--- src/hw/rtl/rrt_pkg.sv ---
`default_nettype none

package rrt_pkg;

  // Architectural register file size and field widths.
  localparam int ArchRegs = 32;
  localparam int ArchW    = 5;
  localparam int TagW     = 6;
  localparam int FuncW    = 3;

  // Operation codes.
  typedef enum logic [FuncW-1:0] {
    FUNC_RENAME   = 3'd0,
    FUNC_COMPLETE = 3'd1,
    FUNC_RETIRE   = 3'd2,
    FUNC_UNDO     = 3'd3,
    FUNC_QUERY    = 3'd4
  } func_e;

  // One request transaction.
  typedef struct packed {
    logic [FuncW-1:0] func;
    logic [ArchW-1:0] src_a_reg;
    logic             src_a_used;
    logic [ArchW-1:0] src_b_reg;
    logic             src_b_used;
    logic [ArchW-1:0] dest_reg;
    logic             dest_used;
    logic [TagW-1:0]  tag_a;
    logic             tag_a_used;
    logic [TagW-1:0]  tag_b;
    logic             tag_b_used;
  } req_t;

  // One response transaction.
  typedef struct packed {
    logic [TagW-1:0] src_a_tag;
    logic [TagW-1:0] src_b_tag;
    logic [TagW-1:0] dest_tag;
    logic [TagW-1:0] prev_dest_tag;
    logic            dest_allocated;
    logic            alloc_failed;
    logic            ready_a;
    logic            ready_b;
  } rsp_t;

  // Pending alias table write, kept for forwarding to the next lookup.
  typedef struct packed {
    logic             valid;
    logic [ArchW-1:0] addr;
    logic [TagW-1:0]  data;
  } map_wr_t;

endpackage

`default_nettype wire

--- src/hw/rtl/rrt_req_if.sv ---
`default_nettype none

interface rrt_req_if;
  import rrt_pkg::*;

  logic valid;
  logic ready;
  req_t data;

  modport source (output valid, output data, input ready);
  modport sink (input valid, input data, output ready);
endinterface

`default_nettype wire

--- src/hw/rtl/rrt_rsp_if.sv ---
`default_nettype none

interface rrt_rsp_if;
  import rrt_pkg::*;

  logic valid;
  logic ready;
  rsp_t data;

  modport source (output valid, output data, input ready);
  modport sink (input valid, input data, output ready);
endinterface

`default_nettype wire

--- src/hw/rtl/register_rename_table_unit.sv ---
// Requests pass the stage-one register, then the output register; throughput is one request
// per cycle while responses are taken. The alias table is read in the accept cycle and the
// lowest free tag comes from a combinational priority encoder over the in-use vector.
// Reset (asynchronous, active low) restores the identity map and marks the first 32 tags
// in use and ready; the alias table memory needs no clearing pass.
`default_nettype none

module register_rename_table_unit #(
  parameter int PHYS_REGS = 64
) (
  input  wire         clk_i,
  input  wire         rst_ni,
  rrt_req_if.sink     in_i,
  rrt_rsp_if.source   out_o
);
  import rrt_pkg::*;

  // Tags are 6 bits wide, so no tag above 63 is ever reachable.
  localparam int TagLimit = (PHYS_REGS < (1 << TagW)) ? PHYS_REGS : (1 << TagW);
  localparam logic [TagW:0] TagLimitV = (TagW + 1)'(TagLimit);
  localparam logic [TagLimit-1:0] ResetMask =
    {{(TagLimit - ArchRegs){1'b0}}, {ArchRegs{1'b1}}};

  // Handshake control.
  logic s1_valid_q;
  logic out_valid_q;
  logic fire;
  logic in_fire;

  // Stage registers.
  req_t    s1_q;
  rsp_t    out_q;
  rsp_t    out_d;
  map_wr_t byp_q;
  map_wr_t map_wr;

  // Alias table copies and their registered read data.
  logic [TagW-1:0] map_a_mem [ArchRegs];
  logic [TagW-1:0] map_b_mem [ArchRegs];
  logic [TagW-1:0] rd_sa_q;
  logic [TagW-1:0] rd_sb_q;
  logic [TagW-1:0] rd_dr_q;
  logic [ArchRegs-1:0] written_q;

  // Tag state vectors.
  logic [TagLimit-1:0] in_use_q;
  logic [TagLimit-1:0] in_use_d;
  logic [TagLimit-1:0] ready_q;
  logic [TagLimit-1:0] ready_d;

  // Resolved lookups and allocation.
  logic [TagW-1:0] map_sa;
  logic [TagW-1:0] map_sb;
  logic [TagW-1:0] map_dr;
  logic            free_found;
  logic [TagW-1:0] free_idx;

  assign fire      = s1_valid_q && (!out_valid_q || out_o.ready);
  assign in_i.ready = !s1_valid_q || fire;
  assign in_fire   = in_i.valid && in_i.ready;

  assign out_o.valid = out_valid_q;
  assign out_o.data  = out_q;

  // Alias table entry as seen by the item in stage one.
  function automatic logic [TagW-1:0] map_lookup(
    input logic [ArchW-1:0]    addr,
    input logic [TagW-1:0]     mem_data,
    input map_wr_t             byp,
    input logic [ArchRegs-1:0] written
  );
    logic [TagW-1:0] res;
    if (byp.valid && byp.addr == addr) begin
      res = byp.data;
    end else if (written[addr]) begin
      res = mem_data;
    end else begin
      res = {1'b0, addr};
    end
    return res;
  endfunction

  function automatic logic tag_ok(input logic [TagW-1:0] t);
    return {1'b0, t} < TagLimitV;
  endfunction

  assign map_sa = map_lookup(s1_q.src_a_reg, rd_sa_q, byp_q, written_q);
  assign map_sb = map_lookup(s1_q.src_b_reg, rd_sb_q, byp_q, written_q);
  assign map_dr = map_lookup(s1_q.dest_reg, rd_dr_q, byp_q, written_q);

  // Lowest free tag.
  always_comb begin
    free_found = 1'b0;
    free_idx   = '0;
    for (int i = TagLimit - 1; i >= 0; i--) begin
      if (!in_use_q[i]) begin
        free_found = 1'b1;
        free_idx   = TagW'(i);
      end
    end
  end

  // Execute the item in stage one: response, vector updates and alias table write.
  always_comb begin
    logic dest_ok;
    dest_ok  = s1_q.dest_used && (s1_q.dest_reg != '0);
    out_d    = '0;
    in_use_d = in_use_q;
    ready_d  = ready_q;
    map_wr   = '0;
    map_wr.addr = s1_q.dest_reg;
    case (s1_q.func)
      FUNC_RENAME: begin
        if (s1_q.src_a_used) begin
          out_d.src_a_tag = map_sa;
          out_d.ready_a   = tag_ok(map_sa) ? ready_q[map_sa] : 1'b0;
        end else begin
          out_d.ready_a   = 1'b1;
        end
        if (s1_q.src_b_used) begin
          out_d.src_b_tag = map_sb;
          out_d.ready_b   = tag_ok(map_sb) ? ready_q[map_sb] : 1'b0;
        end else begin
          out_d.ready_b   = 1'b1;
        end
        if (dest_ok) begin
          if (!free_found) begin
            out_d.alloc_failed = 1'b1;
          end else begin
            out_d.prev_dest_tag  = map_dr;
            out_d.dest_tag       = free_idx;
            out_d.dest_allocated = 1'b1;
            in_use_d[free_idx]   = 1'b1;
            ready_d[free_idx]    = 1'b0;
            map_wr.valid         = 1'b1;
            map_wr.data          = free_idx;
          end
        end
      end
      FUNC_COMPLETE: begin
        if (s1_q.tag_a_used && tag_ok(s1_q.tag_a)) begin
          ready_d[s1_q.tag_a] = 1'b1;
        end
      end
      FUNC_RETIRE: begin
        if (s1_q.tag_a_used && tag_ok(s1_q.tag_a)) begin
          in_use_d[s1_q.tag_a] = 1'b0;
        end
      end
      FUNC_UNDO: begin
        if (dest_ok) begin
          if (s1_q.tag_b_used) begin
            map_wr.valid = 1'b1;
            map_wr.data  = s1_q.tag_b;
          end
          if (s1_q.tag_a_used && tag_ok(s1_q.tag_a)) begin
            in_use_d[s1_q.tag_a] = 1'b0;
          end
        end
      end
      FUNC_QUERY: begin
        out_d.ready_a = s1_q.tag_a_used ?
                        (tag_ok(s1_q.tag_a) ? ready_q[s1_q.tag_a] : 1'b0) : 1'b1;
        out_d.ready_b = s1_q.tag_b_used ?
                        (tag_ok(s1_q.tag_b) ? ready_q[s1_q.tag_b] : 1'b0) : 1'b1;
      end
      default: begin
        out_d = '0;
      end
    endcase
    if (!fire) begin
      map_wr.valid = 1'b0;
    end
  end

  // Alias table memories: written by the executing item, read at accept.
  always_ff @(posedge clk_i) begin
    if (map_wr.valid) begin
      map_a_mem[map_wr.addr] <= map_wr.data;
    end
    if (in_fire) begin
      rd_sa_q <= map_a_mem[in_i.data.src_a_reg];
      rd_dr_q <= map_a_mem[in_i.data.dest_reg];
    end
  end

  always_ff @(posedge clk_i) begin
    if (map_wr.valid) begin
      map_b_mem[map_wr.addr] <= map_wr.data;
    end
    if (in_fire) begin
      rd_sb_q <= map_b_mem[in_i.data.src_b_reg];
    end
  end

  // Stage payloads.
  always_ff @(posedge clk_i) begin
    if (in_fire) begin
      s1_q <= in_i.data;
    end
    if (fire) begin
      out_q <= out_d;
    end
  end

  // Control state, tag vectors and forwarding register.
  always_ff @(posedge clk_i or negedge rst_ni) begin
    if (!rst_ni) begin
      s1_valid_q  <= 1'b0;
      out_valid_q <= 1'b0;
      in_use_q    <= ResetMask;
      ready_q     <= ResetMask;
      written_q   <= '0;
      byp_q       <= '0;
    end else begin
      if (in_fire) begin
        s1_valid_q <= 1'b1;
        byp_q      <= map_wr;
      end else if (fire) begin
        s1_valid_q <= 1'b0;
      end
      if (fire) begin
        out_valid_q <= 1'b1;
      end else if (out_o.ready) begin
        out_valid_q <= 1'b0;
      end
      if (fire) begin
        in_use_q <= in_use_d;
        ready_q  <= ready_d;
      end
      if (map_wr.valid) begin
        written_q[map_wr.addr] <= 1'b1;
      end
    end
  end

endmodule

`default_nettype wire
--- src/flat_wrapper.sv ---
// flat-port wrapper written by rule: the top's interface ports become plain ports
module register_rename_table_unit_flat import rrt_pkg::*;
#(
  parameter int PHYS_REGS = 64
)
  (clk_i, rst_ni, in_i_valid, in_i_data, in_i_ready, out_o_valid, out_o_data, out_o_ready);
  rrt_req_if in_i_i ();
  rrt_rsp_if out_o_i ();
  input  wire clk_i;
  input  wire rst_ni;
  input wire logic [$bits(in_i_i.valid)-1:0] in_i_valid;
  input wire logic [$bits(in_i_i.data)-1:0] in_i_data;
  output wire logic [$bits(in_i_i.ready)-1:0] in_i_ready;
  output wire logic [$bits(out_o_i.valid)-1:0] out_o_valid;
  output wire logic [$bits(out_o_i.data)-1:0] out_o_data;
  input wire logic [$bits(out_o_i.ready)-1:0] out_o_ready;
  assign in_i_i.valid = in_i_valid;
  assign in_i_i.data = in_i_data;
  assign in_i_ready = in_i_i.ready;
  assign out_o_valid = out_o_i.valid;
  assign out_o_data = out_o_i.data;
  assign out_o_i.ready = out_o_ready;
  register_rename_table_unit #(.PHYS_REGS(PHYS_REGS)) u_core (.clk_i(clk_i), .rst_ni(rst_ni), .in_i(in_i_i), .out_o(out_o_i));
endmodule
--- config.mk ---
export PLATFORM = sky130hd
export DESIGN_NAME = register_rename_table_unit_flat
export DESIGN_NICKNAME = d
export VERILOG_FILES = /design/src/hw/rtl/rrt_pkg.sv /design/src/hw/rtl/rrt_req_if.sv /design/src/hw/rtl/rrt_rsp_if.sv /design/src/hw/rtl/register_rename_table_unit.sv /design/src/flat_wrapper.sv
export SDC_FILE = /design/constraint.sdc
export NUM_CORES = 1
export LEC_CHECK = 0
export BUFFER_PORTS_ARGS = -buffer_cell sky130_fd_sc_hd__clkbuf_2
export CORE_AREA = 10 10 233 235
export CTS_CLUSTER_SIZE = 12
export DETAILED_ROUTE_END_ITERATION = 7
export DIE_AREA = 0 0 243 245
export PLACE_DENSITY = 0.65
export SLEW_MARGIN = 20
export SYNTH_ARGS = -nofsm -noshare
export SYNTH_HDL_FRONTEND = slang
export SYNTH_SLANG_ARGS = --single-unit
--- constraint.sdc ---
create_clock -name clk_i -period 5.74 [get_ports clk_i]
set_input_delay 1.435 -clock clk_i [delete_from_list [all_inputs] [get_ports clk_i]]
set_output_delay 1.435 -clock clk_i [all_outputs]
set_load 0.05 [all_outputs]
==> flow_summary_export.csv, run 1 <==
group,metric,value,unit
cells_and_area,drive_gt1_share,29.1,%
yosys,yosys_warnings,0,
timing,setup_viol,0,
detailed_routing,wl_per_cell,29.9,microns
yosys,ys_seq_area_share,51.7,%
global_route,grt_pass1_wl,114,mm
clock_network,cts_buffers,49,
cells_and_area,syn_to_final_growth,10.7,%
cells_and_area,fin_nets,1873,
critical_path,startpoint_type,"flip-flop",
timing,clock_skew,0.0278,ns
critical_path,endpoint_kind,"flip-flop",
clock_network,clock-sinks,447,
worst_hold_path,hold_path.class,"flip-flop to flip-flop",
yosys,ys_ff_latch,447,
clock_network,clk_pin_slew_worst_paths,0.06,ns
pwr,peakVddDrop,0.277,mV
global_route,grt_max_degree,97,
place,gp_congestion,0.982,
timing,drv_slew,0,
die,start_util,49.2,%
yosys,synthFlopType,"edfxtp_1",
die,chipWidth,243,microns
detailed_routing,routed_wl,76.2,mm
critical_path,path_max_fanout,14,
timing,fmax,226,MHz
clock_network,cts_hold_buf,0,
cells_and_area,diodes,0,
cells_and_area,nFillCells,4098,
die,die_h,245,microns
cells_and_area,final_area,27000,sq um
timing,fin_tns_setup,0,ns
timing,fin_crit_sh,77.2,%
timing,finalCriticalPeriod,4.43,ns
die,num_rows,82,
cells_and_area,final_common_cell,"edfxtp_1",
critical_path,required,6.08,ns
clock_network,clockBufferDepth,3,
yosys,synth_area_leaders,"edfxtp_1, mux4_2, dfrtp_1",
detailed_routing,ant_nets,0,
die,core_area,49700,sq um
detailed_routing,routed_via_density,6.85,
detailed_routing,first_pass_iters,6,
timing,relSlewSlack,22.1,%
yosys,async_flop_share,38.9,%
timing,rsz0062_at_grt,"no",
global_route,grt_usage,25.2,%
clock_network,postCtsSetupBuffers,0,
yosys,synth_cell_type_count,80,
run_status,status,"finished, final reports clean",
detailed_routing,vias,17400,
cells_and_area,final_cell_mix,"edfxtp_1, mux4_2, a21oi_1",
global_route,grt_pass1_vias,17300,
yosys,synth_top_area_share,33.6,%
place,post_dp_cell_area,25400,sq um
pwr,leakagePower,9.15,nW
detailed_routing,route.detailed.drc,0,
cells_and_area,fin_util,54.4,%
pwr,p_per_area,283,nW/um^2
yosys,synth-edff-count,273,
die,ioPinCount,69,
timing,hold_viol,0,
clock_network,cts_tree,"done",
clock_network,cts-resized-gates,0,
timing,worst_slew_pin_slew,1.16,ns
yosys,yosysTopAreaCell,"edfxtp_1",
yosys,avgSynthCellArea,13.6,sq um
die,die_area,59500,sq um
global_route,antenna_found_initial,1,
critical_path,crit_type,"flip-flop to flip-flop",
place,dp_cells,2453,
flow_run,maxCapViolations,0,
clock_network,cts_max_level,2,
clock_network,cts-root-buf,"clkbuf_16",
clock_network,insertion_delay,0.62,ns
critical_path,arrival,4.77,ns
yosys,synth_area,24400,sq um
place,hpwl,53.3,mm
detailed_routing,initialDrtViolationCount,2279,
place,port_buffers,68,
global_route,overflow,0,
yosys,netlist_instances,1791,
cells_and_area,layoutNonFillerInstCount,2547,
state kept, by name, summed over array words and instances (netlist names), 6 cells and up:
signal,flops
u_core.rd_sb_q,6
u_core.rd_sa_q,6
u_core.s1_q,30
u_core.in_use_q,64
u_core.ready_q,64
u_core.byp_q,12
u_core.rd_dr_q,6
u_core.written_q,32
u_core.out_o.data,28
u_core.map_b_mem,192
report_power, final:
group / switching, mW / total (mW) / internal, mW
Sequential: 0.141 / 3.65 / 3.51
Combinational: 0.522 / 0.832 / 0.310
Clock: 1.31 / 3.16 / 1.85
logic make-up after synthesis:
family	Yosys count	share of synthesized area, %
AOI/OAI and AO/OA	434	10.3
xor gates and xnor gates	15	0.538
buffers and inverters	127	2.25
DFF	447	51.7
muxes	342	26.7
other	1	0.0154
and+or+nand+nor	425	8.48
metrics by stage:
stage                     power [mW]  worst slack, ns  hold slack [ns]
after detailed placement        4.52             1.29            0.426
after global routing            7.86             1.05            0.453
after floorplan                 4.21             1.27            0.457
after CTS                       7.67             1.36            0.441
final                           7.65             1.31            0.437
after global placement          4.51             1.28            0.430
cell type report:
type | count | area, sq um | area share (%)
clock buffers | 73 | 1420 | 5.25
clock inverters | 19 | 198 | 0.731
inverters | 23 | 86.3 | 0.319
multi-input cells | 1222 | 11300 | 41.7
flip-flops and latches | 447 | 12600 | 46.7
well taps | 672 | 841 | 3.11
repair buffers | 91 | 571 | 2.11
synth_stat cells, types with 12 or more instances:
cell type	count
dfstp_2	64
nand3_1	33
o21ai_0	135
a21oi_1	164
nor2_1	103
edfxtp_1	273
or2_2	36
nand2b_1	12
mux2_2	33
nor2b_1	20
nand4_1	21
buf_1	24
nand2_1	123
o21ai_1	17
inv_1	22
a22oi_1	12
a211oi_1	18
dfrtp_1	110
mux4_2	234
clkbuf_1	65
a31oi_1	13
mux2i_1	66
nor3_1	27
metal layers:
metal | vias up | GRT usage [%] | routed length [microns]
met5 | - | 0 | 0
met4 | 0 | 14.7 | 4810
met3 | 266 | 5.14 | 7160
met2 | 1162 | 39.4 | 35400
met1 | 8764 | 32.5 | 28800
li1 | 7246 | - | -
critical path, cell delays in order (launching register included):
cell,delay (ns)
edfxtp_1,0.70
mux4_2,0.57
mux2i_1,0.29
mux4_2,0.36
mux2i_1,0.29
o21a_1,0.65
mux4_2,0.59
nor3b_1,0.15
a31oi_1,0.17
nand4b_1,0.12
a31oi_1,0.16
a21oi_1,0.09
path summary, 6_finish.rpt:
kind,start,to,slack [ns],cells after the start
setup / recovery,u_core.s1_q[21],u_core.out_o.data[0],1.31,11
hold / removal,u_core.written_q[0],u_core.written_q[0],0.44,0
setup reg to reg,u_core.s1_q[21],u_core.out_o.data[0],1.31,11
hold reg to reg,u_core.written_q[0],u_core.written_q[0],0.44,0
max in group asynchronous,rst_ni,u_core.byp_q[2],3.90,2
min in group asynchronous,rst_ni,u_core.in_use_q[36],0.87,1
Note: power is estimated with default switching activity, not from simulation.
==> inputs of run 2 (changes only) <==
--- a/config.mk
+++ b/config.mk
@@ -10,7 +10,7 @@
 export CTS_CLUSTER_SIZE = 12
 export DETAILED_ROUTE_END_ITERATION = 7
 export DIE_AREA = 0 0 243 245
-export PLACE_DENSITY = 0.65
+export PLACE_DENSITY = 0.68
 export SLEW_MARGIN = 20
 export SYNTH_ARGS = -nofsm -noshare
 export SYNTH_HDL_FRONTEND = slang
==> constraint.sdc (replaced) <==
create_clock -name clk_i -period 4.07 [get_ports clk_i]
set_input_delay 1.0175 -clock clk_i [delete_from_list [all_inputs] [get_ports clk_i]]
set_output_delay 1.0175 -clock clk_i [all_outputs]
set_load 0.05 [all_outputs]
==> run 2 against run 1 <==
Worst setup slack worse by 1.1 ns. Combinational power increased by 50%. Cell area is 1.7% higher. First-iteration DRC count shrank 1.7%. Cell count is 2.3% higher. Core utilization increased by 0.92 points. Maximum frequency up 16%. Largest cell class unchanged.
==> flow_summary_export.csv, run 2 (synthesized netlist as in run 1, its figures left out) <==
group,metric,value,unit
die,chipWidth,243,microns
clock_network,clock-sinks,447,
cells_and_area,syn_to_final_growth,12.5,%
place,hpwl,52.8,mm
detailed_routing,vias,17800,
cells_and_area,largest_register_ffs,192,
critical_path,path_max_fanout,9,
critical_path,cpMostUsedCell,"nand2_1",
die,core_area,49700,sq um
cells_and_area,final_common_cell,"edfxtp_1",
critical_path,endpoint_kind,"flip-flop",
global_route,overflow,0,
clock_network,clk_pin_slew_worst_paths,0.06,ns
critical_path,crit_path_max_incr_delay,0.81,ns
detailed_routing,ant_nets,0,
critical_path,crit_type,"flip-flop to flip-flop",
timing,worst_slew_pin_slew,1.16,ns
detailed_routing,wl_per_cell,29.2,microns
die,die_area,59500,sq um
timing,setup_viol,0,
place,pre_cts_ws,0.117,ns
pwr,leakagePower,9.45,nW
die,num_rows,82,
critical_path,arrival,4.05,ns
timing,fmax,262,MHz
timing,hold_viol,0,
global_route,antenna_found_initial,0,
timing,clock_skew,0.0271,ns
detailed_routing,routed_wl,76.1,mm
timing,fin_tns_setup,0,ns
flow_run,maxCapViolations,0,
pwr,p_total,10.6,mW
place,post_dp_cell_area,25900,sq um
critical_path,r2r_end,"u_core.map_b_mem[31][5]",
die,die_h,245,microns
critical_path,startpoint_type,"flip-flop",
global_route,grt_max_degree,67,
timing,relSlewSlack,22.8,%
clock_network,cts-root-buf,"clkbuf_16",
cells_and_area,drive_gt1_share,31.2,%
critical_path,r2r_cells,11,
timing,finalCriticalPeriod,3.82,ns
clock_network,cts_tree,"done",
critical_path,reg2reg_slack,0.25,ns
cells_and_area,reg_top3,"u_core.map_b_mem: 192 flops, u_core.in_use_q: 64 flops, u_core.ready_q: 64 flops",
global_route,grt_pass1_vias,17700,
clock_network,clockBufferDepth,3,
timing,fin_crit_sh,93.9,%
detailed_routing,routed_via_density,6.82,
place,gp_congestion,0.971,
run_status,status,"finished, final reports clean",
pwr,peakVddDrop,0.378,mV
timing,post-route-worst-setup-slack,0.247,ns
critical_path,critical_path.slowest_cell,"nor2_1",
worst_hold_path,hold_path.class,"input port to asynchronous set/reset pin",
clock_network,insertion_delay,0.62,ns
timing,drv_slew,0,
cells_and_area,final_area,27500,sq um
timing,whs,0.422,ns
timing,rsz0062_at_grt,"no",
global_route,grt_pass1_wl,114,mm
cells_and_area,fin_nets,1939,
cells_and_area,diodes,0,
clock_network,cts_buffers,48,
detailed_routing,initialDrtViolationCount,2241,
critical_path,worstReg2RegStart,"u_core.in_use_q[0]",
critical_path,crit_path_cell_trace,"nand2_1, nor3_1, nand2_1, nor2_1, nand3_1, nand2_1, a2111oi_1, buf_4, and2_1, nand3_1, nor2_1",
die,start_util,49.2,%
cells_and_area,largest-register,"u_core.map_b_mem",
die,ioPinCount,69,
global_route,grt_usage,25.2,%
cells_and_area,final_cell_mix,"edfxtp_1, mux4_2, a21oi_1",
critical_path,required,4.29,ns
clock_network,cts_max_level,2,
clock_network,cts_hold_buf,0,
place,port_buffers,68,
detailed_routing,route.detailed.drc,0,
pwr,p_per_area,387,nW/um^2
detailed_routing,first_pass_iters,8,
clock_network,cts-resized-gates,0,
run 2: worst max path at each step:
stage / cells past startpoint / startpoint / slack, ns / end
after CTS: 11 / u_core.s1_q[28] / 0.09 / u_core.out_o.data[1]
final: 11 / u_core.in_use_q[0] / 0.25 / u_core.map_b_mem[31][5]
after detailed placement: 11 / u_core.s1_q[28] / 0.12 / u_core.out_o.data[1]
after global routing: 12 / u_core.s1_q[28] / 0.04 / u_core.out_o.data[1]
after floorplan: 5 / out_o_ready / 0.02 / u_core.byp_q[10]
after global placement: 11 / u_core.s1_q[28] / 0.18 / u_core.out_o.data[1]
run 2: area by class of cell:
class / count / area, sq um
timing repair buffer: 158 / 1140
sequential: 447 / 12600
clock buffer: 65 / 1330
fill: 4051 / 22200
tap: 672 / 841
multi-input combinational: 1222 / 11300
inverter: 23 / 86.3
clock inverter: 19 / 175
run 2: layer usage:
| layer | vias up | global-route usage (%) | share of wire [%] |
|---|---|---|---|
| li1 | 7367 | - | - |
| met1 | 8913 | 31.6 | 36 |
| met2 | 1230 | 41.5 | 48 |
| met3 | 257 | 4.51 | 9.6 |
| met4 | 2 | 13.4 | 5.6 |
| met5 | - | 0.489 | 0.058 |
run 2: stage by stage:
stage / cells / util [%]
global route: 2606 / 55.3
finish: 2606 / 55.3
detailed placement: 2519 / 52.2
floorplan: 1796 / -
CTS: 2603 / 55.3
global placement: 2519 / 52.2
run 2: timing repair:
item | CTS | global route
setup buffers | 0 | 3
hold endpoints to repair | 0 | 0
endpoints found under the setup margin | 0 | 1
run 2: worst max-delay path: cells and delay by family, from the launching register on:
| kind | cells | cell delay, ns |
|---|---|---|
| AND/OR/NAND/NOR | 9 | 2.23 |
| AO/OA/AOI/OAI | 1 | 0.58 |
| flip-flops | 1 | 0.40 |
| buffers and inverters | 1 | 0.24 |
run 2: report_power, final:
group / internal (mW) / leakage, nW / switching [mW]
Clock: 2.41 / 0.730 / 1.84
Sequential: 4.95 / 4.51 / 0.176
Combinational: 0.489 / 4.21 / 0.759
Total: 7.85 / 9.45 / 2.77
==> inputs of run 3 (changes only) <==
--- a/config.mk
+++ b/config.mk
@@ -6,10 +6,10 @@
 export NUM_CORES = 1
 export LEC_CHECK = 0
 export BUFFER_PORTS_ARGS = -buffer_cell sky130_fd_sc_hd__clkbuf_2
-export CORE_AREA = 10 10 233 235
+export CORE_AREA = 2 2 225 227
 export CTS_CLUSTER_SIZE = 12
 export DETAILED_ROUTE_END_ITERATION = 7
-export DIE_AREA = 0 0 243 245
+export DIE_AREA = 0 0 227 229
 export PLACE_DENSITY = 0.68
 export SLEW_MARGIN = 20
 export SYNTH_ARGS = -nofsm -noshare
==> run 3 against run 2 <==
Cell area rose by 0.56%. Core utilization increased by 0.31 points. Critical path depth increased by 2. Non-clock buffer count up 9. Cell count is 0.65% higher. Hold slack worse by 0.049 ns. Die area is 13% lower. Largest cell class unchanged.
==> flow_summary_export.csv, run 3 (synthesized netlist as in run 1, its figures left out) <==
group,metric,value,unit
run_status,status,"finished, final reports clean",
detailed_routing,initialDrtViolationCount,2511,
timing,worst_slew_pin_slew,1.10,ns
clock_network,postCtsSetupBuffers,0,
detailed_routing,routed_via_density,6.82,
die,die_h,229,microns
global_route,antenna_found_initial,1,
pwr,p_per_area,387,nW/um^2
clock_network,cts_max_level,2,
critical_path,path_max_fanout,17,
global_route,overflow,0,
timing,rsz0062_at_grt,"no",
clock_network,insertion_delay,0.62,ns
cells_and_area,diodes,0,
place,gp_congestion,0.990,
place,hpwl,51.6,mm
die,ioPinCount,69,
clock_network,cts_buffers,49,
cells_and_area,largest_register_ffs,192,
global_route,grt_max_degree,81,
critical_path,endpoint_kind,"flip-flop",
cells_and_area,final_common_cell,"edfxtp_1",
detailed_routing,first_pass_iters,6,
flow_run,maxCapViolations,0,
cells_and_area,final_cell_mix,"edfxtp_1, mux4_2, a21oi_1",
pwr,peakVddDrop,0.584,mV
timing,fin_crit_sh,95.8,%
critical_path,crit_path_max_incr_delay,0.60,ns
critical_path,crit_path_cell_trace,"buf_4, mux4_1, mux4_2, mux2i_4, mux2_4, and2_4, buf_4, mux2_2, nor2_1, a311o_1, nand4_1, a31oi_1, a211oi_2",
timing,drv_slew,0,
global_route,grt_usage,29.8,%
die,num_rows,82,
clock_network,clockBufferDepth,3,
timing,finalCriticalPeriod,3.90,ns
cells_and_area,syn_to_final_growth,13.2,%
critical_path,arrival,4.25,ns
pwr,p_total,10.7,mW
timing,setup_viol,0,
detailed_routing,route.detailed.drc,0,
critical_path,required,4.42,ns
cells_and_area,fin_nets,1949,
critical_path,critical_path.slowest_cell,"mux4_1",
critical_path,cpMostUsedCell,"buf_4",
die,die_area,52000,sq um
cells_and_area,largest-register,"u_core.map_b_mem",
global_route,grt_pass1_vias,17600,
clock_network,cts-root-buf,"clkbuf_16",
detailed_routing,vias,17900,
clock_network,clk_pin_slew_worst_paths,0.06,ns
clock_network,cts_tree,"done",
cells_and_area,reg_top3,"u_core.map_b_mem: 192 flops, u_core.in_use_q: 64 flops, u_core.ready_q: 64 flops",
timing,fmax,256,MHz
timing,relSlewSlack,26.9,%
timing,clock_skew,0.0199,ns
detailed_routing,ant_nets,0,
die,chipWidth,227,microns
timing,hold_viol,0,
die,start_util,49.2,%
die,core_area,49700,sq um
global_route,grt_pass1_wl,114,mm
detailed_routing,routed_wl,76.6,mm
critical_path,crit_type,"flip-flop to flip-flop",
detailed_routing,wl_per_cell,29.2,microns
place,port_buffers,68,
cells_and_area,drive_gt1_share,31.8,%
critical_path,startpoint_type,"flip-flop",
worst_hold_path,hold_path.class,"input port to asynchronous set/reset pin",
pwr,leakagePower,9.55,nW
clock_network,clock-sinks,447,
timing,fin_tns_setup,0,ns
[run 3: cell count changes in the layout (fill, tap and decap cells not counted), moves of 2 or more]
cell and change:
buf_4 +7, clkbuf_8 +4, clkbuf_1 +11, clkinv_1 -7, clkbuf_16 +2, buf_12 +2, bufinv_16 -2
[run 3: final timing paths]
kind | endpoint | cells after the start | slack [ns] | from
max | u_core.out_o.data[1] | 13 | 0.17 | u_core.s1_q[28]
min | u_core.in_use_q[39] | 1 | 0.37 | rst_ni
max reg2reg | u_core.out_o.data[1] | 13 | 0.17 | u_core.s1_q[28]
min reg2reg | u_core.written_q[0] | 0 | 0.44 | u_core.written_q[0]
max in group asynchronous | u_core.in_use_q[0] | 2 | 2.77 | rst_ni
min in group clk_i | u_core.written_q[0] | 0 | 0.44 | u_core.written_q[0]
[run 3: worst max-delay path, delay by kind of cell, from the launching register on]
family / cells / cell delay (ns)
flip-flops: 1 / 0.34
multiplexers: 5 / 2.04
AO/OA/AOI/OAI: 3 / 0.45
buffers and inverters: 2 / 0.35
AND/OR/NAND/NOR: 3 / 0.44
[run 3: cell type report]
| cell class | instances | area [sq um] |
|---|---|---|
| inverter | 23 | 86.3 |
| multi-input combinational | 1222 | 11300 |
| sequential | 447 | 12600 |
| clock inverter | 10 | 73.8 |
| clock buffer | 82 | 1470 |
| timing repair buffer | 167 | 1230 |
| tap | 672 | 841 |
| fill | 4068 | 22000 |
[run 3: per-layer routing]
metal	GRT usage, %	share of wire, %	up-vias
li1	-	-	7386
met1	39.0	37	9034
met2	47.3	48	1182
met3	5.52	9.6	290
met4	16.4	6.3	2
met5	0	0.025	-
[run 3: metrics by stage]
stage                     cell area [sq um]  util (%)  hold slack, ns  setup WS, ns  std cells
after global routing                  27600      55.7           0.412       0.00810       2623
after global placement                26100      52.5           0.407         0.319       2531
after floorplan                       24400         -           0.457        0.0166       1796
final                                 27600      55.7           0.374         0.169       2623
after detailed placement              26100      52.5           0.421         0.223       2531
after CTS                             27600      55.6           0.373         0.209       2623
[run 3: repair_timing]
action / 4_1_cts / 5_1_grt
endpoints found under the hold margin: 0 / 0
resized for setup: 0 / 1
setup endpoints to repair: 0 / 1
hold buffers: 0 / 0
[run 3: where the power goes]
group	switching [mW]	internal, mW	total (mW)	leakage (nW)
Sequential	0.172	4.95	5.13	4.51
Clock	1.86	2.47	4.33	0.760
Combinational	0.767	0.482	1.25	4.28
Total	2.80	7.91	10.7	9.55
